[src/hw/rtl/ptd_pkg.sv]
// Shared types and constants for the periodic task dispatcher.
// Holds action and status codes, controller state, and the command/status structs.
// No dependencies.
`default_nettype none

package ptd_pkg;

	localparam int unsigned SLOT_COUNT_DEF = 8;
	localparam logic [14:0] WDOG_LIMIT_RST = 15'd1000;

	// Action codes carried on the input transaction
	localparam logic [2:0] ACT_ADD    = 3'd0;
	localparam logic [2:0] ACT_REMOVE = 3'd1;
	localparam logic [2:0] ACT_TICK   = 3'd2;
	localparam logic [2:0] ACT_POLL   = 3'd3;
	localparam logic [2:0] ACT_DONE   = 3'd4;

	// Result status codes
	localparam logic [2:0] STS_OK         = 3'd0;
	localparam logic [2:0] STS_FAIL       = 3'd1;
	localparam logic [2:0] STS_DISPATCHED = 3'd2;
	localparam logic [2:0] STS_NOTHING    = 3'd3;
	localparam logic [2:0] STS_EXPIRED    = 3'd4;
	localparam logic [2:0] STS_BUSY       = 3'd5;

	typedef enum logic [2:0] {
		ST_IDLE   = 3'b001,
		ST_SCAN   = 3'b010,
		ST_COMMIT = 3'b100
	} state_t;

	// Controller to datapath
	typedef struct packed {
		logic load;      // capture the input transaction
		logic exec;      // act directly on the input ports, without a scan
		logic scan_init; // arm a slot scan
		logic from_pos;  // scan starts at the saved scan position
		logic scan;      // advance the slot scan
		logic commit;    // apply the scan outcome
	} dp_cmd_t;

	// Datapath to controller
	typedef struct packed {
		logic running;
		logic pending;
		logic hit;
		logic scan_end;
	} dp_sts_t;

endpackage

`default_nettype wire

[src/hw/rtl/ptd_ctrl.sv]
// Controller state machine for the periodic task dispatcher.
// Sequences direct actions and slot scans; depends on ptd_pkg.
`default_nettype none

module ptd_ctrl
	import ptd_pkg::*;
(
	input  wire logic       clk,
	input  wire logic       arst_n,
	input  wire logic       start,
	input  wire logic [2:0] action,
	input  wire dp_sts_t    sts,
	output dp_cmd_t         cmd,
	output logic            busy
);

	state_t state_q, state_d;

	always_comb begin
		state_d = state_q;
		cmd     = '0;
		unique case (state_q)
			ST_IDLE: begin
				if (start) begin
					cmd.load = 1'b1;
					if (action == ACT_ADD || action == ACT_REMOVE ||
					    (action == ACT_POLL && !sts.running && sts.pending)) begin
						cmd.scan_init = 1'b1;
						cmd.from_pos  = (action == ACT_POLL);
						state_d       = ST_SCAN;
					end else begin
						cmd.exec = 1'b1;
					end
				end
			end
			ST_SCAN: begin
				cmd.scan = 1'b1;
				if (sts.hit || sts.scan_end) begin
					state_d = ST_COMMIT;
				end
			end
			ST_COMMIT: begin
				cmd.commit = 1'b1;
				state_d    = ST_IDLE;
			end
			default: begin
				state_d = ST_IDLE;
			end
		endcase
	end

	always_ff @(posedge clk or negedge arst_n) begin
		if (!arst_n) begin
			state_q <= ST_IDLE;
		end else begin
			state_q <= state_d;
		end
	end

	assign busy = (state_q != ST_IDLE);

endmodule

`default_nettype wire

[src/hw/rtl/ptd_dp.sv]
// Datapath for the periodic task dispatcher: slot tables, tick counter,
// watchdog budget, slot scan pipeline and result register. Depends on ptd_pkg.
`default_nettype none

module ptd_dp
	import ptd_pkg::*;
#(
	parameter int unsigned SLOT_COUNT = SLOT_COUNT_DEF
) (
	input  wire logic        clk,
	input  wire logic        arst_n,
	input  wire dp_cmd_t     cmd,
	output dp_sts_t          sts,
	input  wire logic [2:0]  action,
	input  wire logic [7:0]  task_id,
	input  wire logic [15:0] period,
	input  wire logic        enable,
	input  wire logic        cfg_valid,
	input  wire logic [14:0] watchdog_limit,
	output logic             result_valid,
	output logic [2:0]       status,
	output logic [7:0]       dispatched_id
);

	localparam int unsigned SLOT_W = (SLOT_COUNT > 1) ? $clog2(SLOT_COUNT) : 1;
	localparam int unsigned CNT_W  = $clog2(SLOT_COUNT + 1);
	localparam logic [CNT_W-1:0] CNT_END = CNT_W'(SLOT_COUNT);

	// Slot tables: read at the scan pointer, registered read data
	logic [7:0]  task_mem [SLOT_COUNT];
	logic [15:0] per_mem  [SLOT_COUNT];
	logic        en_mem   [SLOT_COUNT];
	logic [31:0] last_mem [SLOT_COUNT];

	logic [SLOT_COUNT-1:0] valid_q;
	logic [SLOT_COUNT-1:0] ltv_q; // last tick written since reset or expiry

	logic [2:0]  op_q;
	logic [7:0]  id_q;
	logic [15:0] per_q;
	logic        en_q;

	logic [14:0]       limit_q;
	logic [31:0]       tick_q;
	logic              pending_q;
	logic [CNT_W-1:0]  pos_q;
	logic              running_q;
	logic [SLOT_W-1:0] run_slot_q;
	logic [15:0]       budget_q;

	logic [CNT_W-1:0]  ptr_q;
	logic              rd_valid_s1;
	logic [SLOT_W-1:0] idx_s1;
	logic              vld_s1;
	logic [7:0]        task_s1;
	logic [15:0]       per_s1;
	logic              en_s1;
	logic [31:0]       last_s1;
	logic              ltv_s1;

	logic              hit_q;
	logic [SLOT_W-1:0] hit_idx_q;
	logic [7:0]        hit_task_q;
	logic              free_found_q;
	logic [SLOT_W-1:0] free_idx_q;

	logic              result_valid_q;
	logic [2:0]        status_q;
	logic [7:0]        disp_q;

	logic              ptr_live;
	logic [SLOT_W-1:0] ptr_idx;
	logic [31:0]       elapsed;
	logic              match_s1;
	logic              due_s1;
	logic              hit_now;
	logic [15:0]       budget_dec;
	logic              expire;
	logic              add_new;
	logic              add_write;
	logic [SLOT_W-1:0] add_idx;
	logic              last_write;
	logic [2:0]        status_d;
	logic [7:0]        disp_d;

	assign ptr_live = (ptr_q < CNT_END);
	assign ptr_idx  = ptr_q[SLOT_W-1:0];

	// Elapsed ticks wrap mod 2^32; an unwritten last tick reads as zero
	assign elapsed  = tick_q - (ltv_s1 ? last_s1 : 32'd0);
	assign match_s1 = rd_valid_s1 && vld_s1 && (task_s1 == id_q);
	assign due_s1   = rd_valid_s1 && vld_s1 && en_s1 && (elapsed > {16'd0, per_s1});
	assign hit_now  = (op_q == ACT_POLL) ? due_s1 : match_s1;

	assign budget_dec = budget_q - 16'd1;
	assign expire     = running_q && (budget_dec == 16'd0);

	assign add_new    = cmd.commit && (op_q == ACT_ADD) && !hit_q && free_found_q;
	assign add_write  = cmd.commit && (op_q == ACT_ADD) && (hit_q || free_found_q);
	assign add_idx    = hit_q ? hit_idx_q : free_idx_q;
	assign last_write = cmd.exec && (action == ACT_DONE) && running_q;

	assign sts.running  = running_q;
	assign sts.pending  = pending_q;
	assign sts.hit      = hit_now;
	assign sts.scan_end = !rd_valid_s1 && !ptr_live;

	// Capture the transaction
	always_ff @(posedge clk or negedge arst_n) begin
		if (!arst_n) begin
			op_q <= ACT_ADD;
		end else if (cmd.load) begin
			op_q <= action;
		end
	end

	always_ff @(posedge clk) begin
		if (cmd.load) begin
			id_q  <= task_id;
			per_q <= period;
			en_q  <= enable;
		end
	end

	// Slot tables and scan read stage
	always_ff @(posedge clk) begin
		if (add_new) begin
			task_mem[add_idx] <= id_q;
		end
		if (add_write) begin
			per_mem[add_idx] <= per_q;
			en_mem[add_idx]  <= en_q;
		end
		if (last_write) begin
			last_mem[run_slot_q] <= tick_q;
		end
		if (ptr_live) begin
			task_s1 <= task_mem[ptr_idx];
			per_s1  <= per_mem[ptr_idx];
			en_s1   <= en_mem[ptr_idx];
			last_s1 <= last_mem[ptr_idx];
			ltv_s1  <= ltv_q[ptr_idx];
			vld_s1  <= valid_q[ptr_idx];
			idx_s1  <= ptr_idx;
		end
	end

	// Scan pointer and outcome tracking
	always_ff @(posedge clk or negedge arst_n) begin
		if (!arst_n) begin
			ptr_q        <= '0;
			rd_valid_s1  <= 1'b0;
			hit_q        <= 1'b0;
			hit_idx_q    <= '0;
			hit_task_q   <= '0;
			free_found_q <= 1'b0;
			free_idx_q   <= '0;
		end else begin
			rd_valid_s1 <= cmd.scan && ptr_live;
			if (cmd.scan_init) begin
				ptr_q        <= cmd.from_pos ? pos_q : '0;
				hit_q        <= 1'b0;
				free_found_q <= 1'b0;
			end else if (cmd.scan) begin
				if (ptr_live) begin
					ptr_q <= ptr_q + CNT_W'(1);
				end
				if (hit_now) begin
					hit_q      <= 1'b1;
					hit_idx_q  <= idx_s1;
					hit_task_q <= task_s1;
				end
				// Remember the first free slot for an add of a new id
				if (rd_valid_s1 && !vld_s1 && !free_found_q) begin
					free_found_q <= 1'b1;
					free_idx_q   <= idx_s1;
				end
			end
		end
	end

	// Scheduler state
	always_ff @(posedge clk or negedge arst_n) begin
		if (!arst_n) begin
			limit_q    <= WDOG_LIMIT_RST;
			valid_q    <= '0;
			ltv_q      <= '0;
			tick_q     <= '0;
			pending_q  <= 1'b0;
			pos_q      <= '0;
			running_q  <= 1'b0;
			run_slot_q <= '0;
			budget_q   <= '0;
		end else begin
			if (cfg_valid) begin
				limit_q <= watchdog_limit;
			end
			if (cmd.exec) begin
				unique case (action)
					ACT_TICK: begin
						if (expire) begin
							// Watchdog fired: drop all scheduler state
							valid_q    <= '0;
							ltv_q      <= '0;
							tick_q     <= '0;
							pending_q  <= 1'b0;
							pos_q      <= '0;
							running_q  <= 1'b0;
							run_slot_q <= '0;
							budget_q   <= '0;
						end else begin
							tick_q    <= tick_q + 32'd1;
							pending_q <= 1'b1;
							if (running_q) begin
								budget_q <= budget_dec;
							end
						end
					end
					ACT_DONE: begin
						if (running_q) begin
							ltv_q[run_slot_q] <= 1'b1;
							pos_q             <= CNT_W'(run_slot_q) + CNT_W'(1);
							running_q         <= 1'b0;
						end
					end
					default: begin
					end
				endcase
			end
			if (cmd.commit) begin
				unique case (op_q)
					ACT_ADD: begin
						if (!hit_q && free_found_q) begin
							valid_q[free_idx_q] <= 1'b1;
						end
					end
					ACT_REMOVE: begin
						if (hit_q) begin
							valid_q[hit_idx_q] <= 1'b0;
						end
					end
					ACT_POLL: begin
						if (hit_q) begin
							running_q  <= 1'b1;
							run_slot_q <= hit_idx_q;
							pos_q      <= CNT_W'(hit_idx_q);
							budget_q   <= {1'b0, limit_q};
						end else begin
							// Scan finished: drop pending ticks and rewind
							pending_q <= 1'b0;
							pos_q     <= '0;
						end
					end
					default: begin
					end
				endcase
			end
		end
	end

	// Result selection
	always_comb begin
		status_d = STS_FAIL;
		disp_d   = 8'd0;
		if (cmd.commit) begin
			unique case (op_q)
				ACT_ADD:    status_d = (hit_q || free_found_q) ? STS_OK : STS_FAIL;
				ACT_REMOVE: status_d = hit_q ? STS_OK : STS_FAIL;
				ACT_POLL: begin
					status_d = hit_q ? STS_DISPATCHED : STS_NOTHING;
					disp_d   = hit_q ? hit_task_q : 8'd0;
				end
				default:    status_d = STS_FAIL;
			endcase
		end else begin
			unique case (action)
				ACT_TICK: status_d = expire ? STS_EXPIRED : STS_OK;
				ACT_POLL: status_d = running_q ? STS_BUSY : STS_NOTHING;
				ACT_DONE: status_d = running_q ? STS_OK : STS_FAIL;
				default:  status_d = STS_FAIL;
			endcase
		end
	end

	always_ff @(posedge clk or negedge arst_n) begin
		if (!arst_n) begin
			result_valid_q <= 1'b0;
		end else begin
			result_valid_q <= cmd.exec || cmd.commit;
		end
	end

	always_ff @(posedge clk) begin
		if (cmd.exec || cmd.commit) begin
			status_q <= status_d;
			disp_q   <= disp_d;
		end
	end

	assign result_valid  = result_valid_q;
	assign status        = status_q;
	assign dispatched_id = disp_q;

endmodule

`default_nettype wire

[src/hw/rtl/periodic_task_dispatcher_core.sv]
// Periodic task dispatcher, top level. Tick, done, unknown actions and polls that
// cannot scan never raise busy; the result is registered next cycle, one per cycle.
// Add and remove walk the slot table one slot per cycle through a single read port:
// busy stays high until the walk ends, early when a matching slot is found.
// A scanning poll walks from the saved scan position; a dispatch ends it early.
// Results strobe in the same cycle that busy drops; the receiver cannot stall.
// arst_n clears the table, counters and watchdog; watchdog_limit resets to 1000.
`default_nettype none

module periodic_task_dispatcher_core
	import ptd_pkg::*;
#(
	parameter int unsigned SLOT_COUNT = SLOT_COUNT_DEF
) (
	input  wire logic        clk,
	input  wire logic        arst_n,
	input  wire logic        start,
	output logic             busy,
	input  wire logic [2:0]  action,
	input  wire logic [7:0]  task_id,
	input  wire logic [15:0] period,
	input  wire logic        enable,
	input  wire logic        cfg_valid,
	output logic             cfg_ready,
	input  wire logic [14:0] watchdog_limit,
	output logic             result_valid,
	output logic [2:0]       status,
	output logic [7:0]       dispatched_id
);

	dp_cmd_t cmd;
	dp_sts_t sts;

	assign cfg_ready = 1'b1;

	ptd_ctrl u_ctrl (
		.clk    (clk),
		.arst_n (arst_n),
		.start  (start),
		.action (action),
		.sts    (sts),
		.cmd    (cmd),
		.busy   (busy)
	);

	ptd_dp #(
		.SLOT_COUNT (SLOT_COUNT)
	) u_dp (
		.clk            (clk),
		.arst_n         (arst_n),
		.cmd            (cmd),
		.sts            (sts),
		.action         (action),
		.task_id        (task_id),
		.period         (period),
		.enable         (enable),
		.cfg_valid      (cfg_valid),
		.watchdog_limit (watchdog_limit),
		.result_valid   (result_valid),
		.status         (status),
		.dispatched_id  (dispatched_id)
	);

endmodule

`default_nettype wire

[config.mk]
export PLATFORM = sky130hd
export DESIGN_NAME = periodic_task_dispatcher_core
export DESIGN_NICKNAME = d
export VERILOG_FILES = /design/src/hw/rtl/ptd_pkg.sv /design/src/hw/rtl/ptd_ctrl.sv /design/src/hw/rtl/ptd_dp.sv /design/src/hw/rtl/periodic_task_dispatcher_core.sv
export SDC_FILE = /design/constraint.sdc
export NUM_CORES = 1
export LEC_CHECK = 0
export BUFFER_PORTS_ARGS = -buffer_cell sky130_fd_sc_hd__buf_2
export CORE_AREA = 2 2 272 274
export DETAILED_ROUTE_END_ITERATION = 16
export DIE_AREA = 0 0 274 276
export GPL_ROUTABILITY_DRIVEN = 0
export GPL_TIMING_DRIVEN = 1
export PLACE_DENSITY = 0.67
export SLEW_MARGIN = 20
export SYNTH_ARGS = -nofsm -noshare
export SYNTH_HDL_FRONTEND = slang
export SYNTH_SLANG_ARGS = --single-unit
[constraint.sdc]
create_clock -name clk -period 8.79 [get_ports clk]
set_input_delay 2.1975 -clock clk [delete_from_list [all_inputs] [get_ports clk]]
set_output_delay 2.1975 -clock clk [all_outputs]
set_load 0.05 [all_outputs]
==> flow_summary.toml <==
[routing]
wirelength_mm = 61.1
wl_per_cell_um = 21.0
post_drt_via_cell_ratio = 5.58
ant_nets = 0
drt_pass1_iterations = 7
drt_iter0_markers = 1264
vias = 16200
drc = 0

[critical_path]
crit_required_ns = 9.31
path_class = "flop to flop"
worstPathArrival_ns = 6.41
end_kind = "flop"
critPathLaunchType = "flop"
cp_max_fo = 32

[power_and_ir_drop]
ir_drop_v = 0.000203
p_total_mw = 9.03
pwr_density_cell_nw_per_um2 = 276
total_leakage_power_nw = 11.5

[synth]
yosysMostFrequentCell = "edfxtp_1"
synth-edff-count = 554
synth_async_sr_flop_share_pct = 17.3
synth-main-ff-cell = "edfxtp_1"
synth_top_area_share_pct = 57.8
ys_seq_elements = 670
synth_top_cell_by_area = "edfxtp_1"
syn_avg_cell_area_um2 = 15.8
synth_nets = 1921
synth_common_cells = "554 x edfxtp_1, 139 x nand2_1, 118 x mux4_2, 111 x nor2_1, 109 x dfrtp_1"
synth_warnings = 0
synth_cells = 1819
synthesis.area_um2 = 28800
synth_top_cells_by_area = "edfxtp_1 58%, dfrtp_1 9.5%, mux4_2 9.2%"
yosysUniqueCellTypes = 78
yosysSeqAreaShare_pct = 67.9

[sta]
period_minus_slack_ns = 5.89
worst_clock_skew_ns = 0.0463
setup_viol = 0
slew_headroom_pct = 22.4
max_freq_mhz = 170
tightest_slew_ns = 1.15
setup_tns_ns = 0
hold_viol_final = 0
rsz0062_at_grt = "no"
maxSlewViolCount = 0
final.period_utilization_pct = 67.0

[clock_network]
clk_latency_ns = 0.64
cts_max_level = 3
ctsLongestPathBuffers = 3
cts.clk_slew.worst_paths_ns = 0.06
cts_sinks = 670
post_cts_buffers = 0
ctsResizeCount = 0
clockRootBuffer = "clkbuf_16"
cts.hold.buffers_added = 0
cts_buffers = 70
cts_tree = "built"

[min_path]
hold_class = "flop to flop"

[finish]
fin_util_pct = 45.0
nNetsFinal = 1998
area_growth_pct = 13.6
drive_above_1_share_pct = 22.8

[floorplan]
die_area_um2 = 75600
die_x_um = 274
ioPinCount = 61
core-area_um2 = 72600
die_y_um = 276
num_rows = 99
start_util_pct = 39.6

[placement]
numPortBuffers = 59
hpwl_mm = 38.0

[global_routing]
grt_max_degree = 100
grt_overflow = 0
grt_pass1_vias = 16400
grtUsageTotal_pct = 16.3
grt_pass1_wl_mm = 96.0
antenna_found_initial = 2

[run]
max-cap-violations = 0

[run_status]
outcome = "finished, final reports clean"
[path summary, 6_finish.rpt]
| check | from | to | slack (ns) | cells after the start |
|---|---|---|---|---|
| worst max-delay path | u_dp.ltv_s1 | u_dp.hit_task_q[1] | 2.90 | 19 |
| worst min-delay path | u_dp.limit_q[10] | u_dp.budget_q[10] | 0.48 | 2 |
| max in group asynchronous | arst_n | u_dp.tick_q[17] | 5.82 | 2 |
| worst max register to register | u_dp.ltv_s1 | u_dp.hit_task_q[1] | 2.90 | 19 |
| worst min register to register | u_dp.limit_q[10] | u_dp.budget_q[10] | 0.48 | 2 |
| min in group asynchronous | arst_n | u_dp.valid_q[7] | 1.55 | 1 |
[logic make-up (layout without fill, tap and decap cells)]
logic type	Yosys count	count (layout)	synth area share, %
flip-flops	670	670	67.9
AND/OR/NAND/NOR	442	442	7.37
AO/OA/AOI/OAI	258	258	5.74
multiplexers	211	211	13.0
buffers and inverters	121	250	1.70
XOR/XNOR	61	61	1.86
adder cells (fa/ha/maj)	55	55	2.42
other	1	2	0.0130
[layout by cell type (no fill, tap or decap), drive strengths merged, types with 23 or more instances in the layout]
cell type | Yosys | final
xor2 | 31 | 31
inv | 39 | 45
nand3 | 30 | 30
edfxtp | 554 | 554
a21oi | 81 | 81
mux2 | 90 | 90
buf | 24 | 87
dfrtp | 109 | 109
mux4 | 118 | 118
nand2 | 139 | 139
clkbuf | 58 | 93
nor2 | 111 | 111
ha | 54 | 54
nor3 | 35 | 35
xnor2 | 30 | 30
o21ai | 64 | 64
nand4 | 23 | 23
[power breakdown]
group	internal [mW]	switching (mW)	total, mW
clock network	1.76	1.25	3.01
registers	3.73	0.238	3.96
logic	0.941	1.11	2.05
total	6.43	2.60	9.03
[layer usage]
layer	vias to the layer above	GRT usage, %	wire length (um)
met4	4	4.99	1480
met5	-	0	27
li1	7261	-	-
met3	125	2.73	3470
met2	521	26.5	29700
met1	8316	22.6	26500
[flip-flops by register name, indices dropped and copies added, names as in the netlist, 4 cells and up]
| signal | count |
|---|---|
| u_dp.budget_q | 16 |
| u_dp.tick_q | 32 |
| u_dp.en_mem | 8 |
| u_dp.per_s1 | 16 |
| u_dp.id_q | 8 |
| u_dp.ptr_q | 4 |
| u_dp.last_s1 | 32 |
| u_dp.per_mem | 128 |
| u_dp.limit_q | 15 |
| u_dp.ltv_q | 8 |
| u_dp.task_s1 | 8 |
| u_dp.dispatched_id | 8 |
| u_dp.pos_q | 4 |
| u_dp.task_mem | 64 |
| u_dp.valid_q | 8 |
| u_dp.per_q | 16 |
| u_dp.last_mem | 256 |
| u_dp.hit_task_q | 8 |
[metrics by stage]
step	hold WS, ns	setup slack [ns]	std cells	cell area [um^2]
after floorplan	0.423	1.17	1819	28800
after global placement	0.457	3.16	2783	30300
after detailed placement	0.469	3.05	2783	30300
after CTS	0.484	3.03	2907	32700
after global routing	0.510	2.55	2907	32700
final	0.479	2.90	2908	32700
[critical path, cell delays in order (launching register included)]
cell      delay [ns]
edfxtp_1        0.36
buf_4           0.26
and2_1          0.19
ha_1            0.19
fa_1            0.40
nand2b_1        0.18
a21oi_1         0.40
nor2_1          0.17
o21ai_0         0.25
xor2_1          0.18
ha_1            0.24
and4_1          0.21
a221oi_1        0.29
nor3_1          0.13
nor4_1          0.26
o311ai_0        0.17
or4_1           0.54
o31ai_2         0.59
a21oi_2         0.37
mux2_4          0.38
[cell type report]
class | count | area (um^2)
antenna | 1 | 2.50
sequential | 670 | 19600
fill | 6301 | 39900
timing repair buffer | 87 | 520
inverter | 39 | 146
multi-input combinational | 1028 | 8860
clock buffer | 93 | 1980
tap | 959 | 1200
clock inverter | 31 | 415
Power figures use the tool's default switching activity.
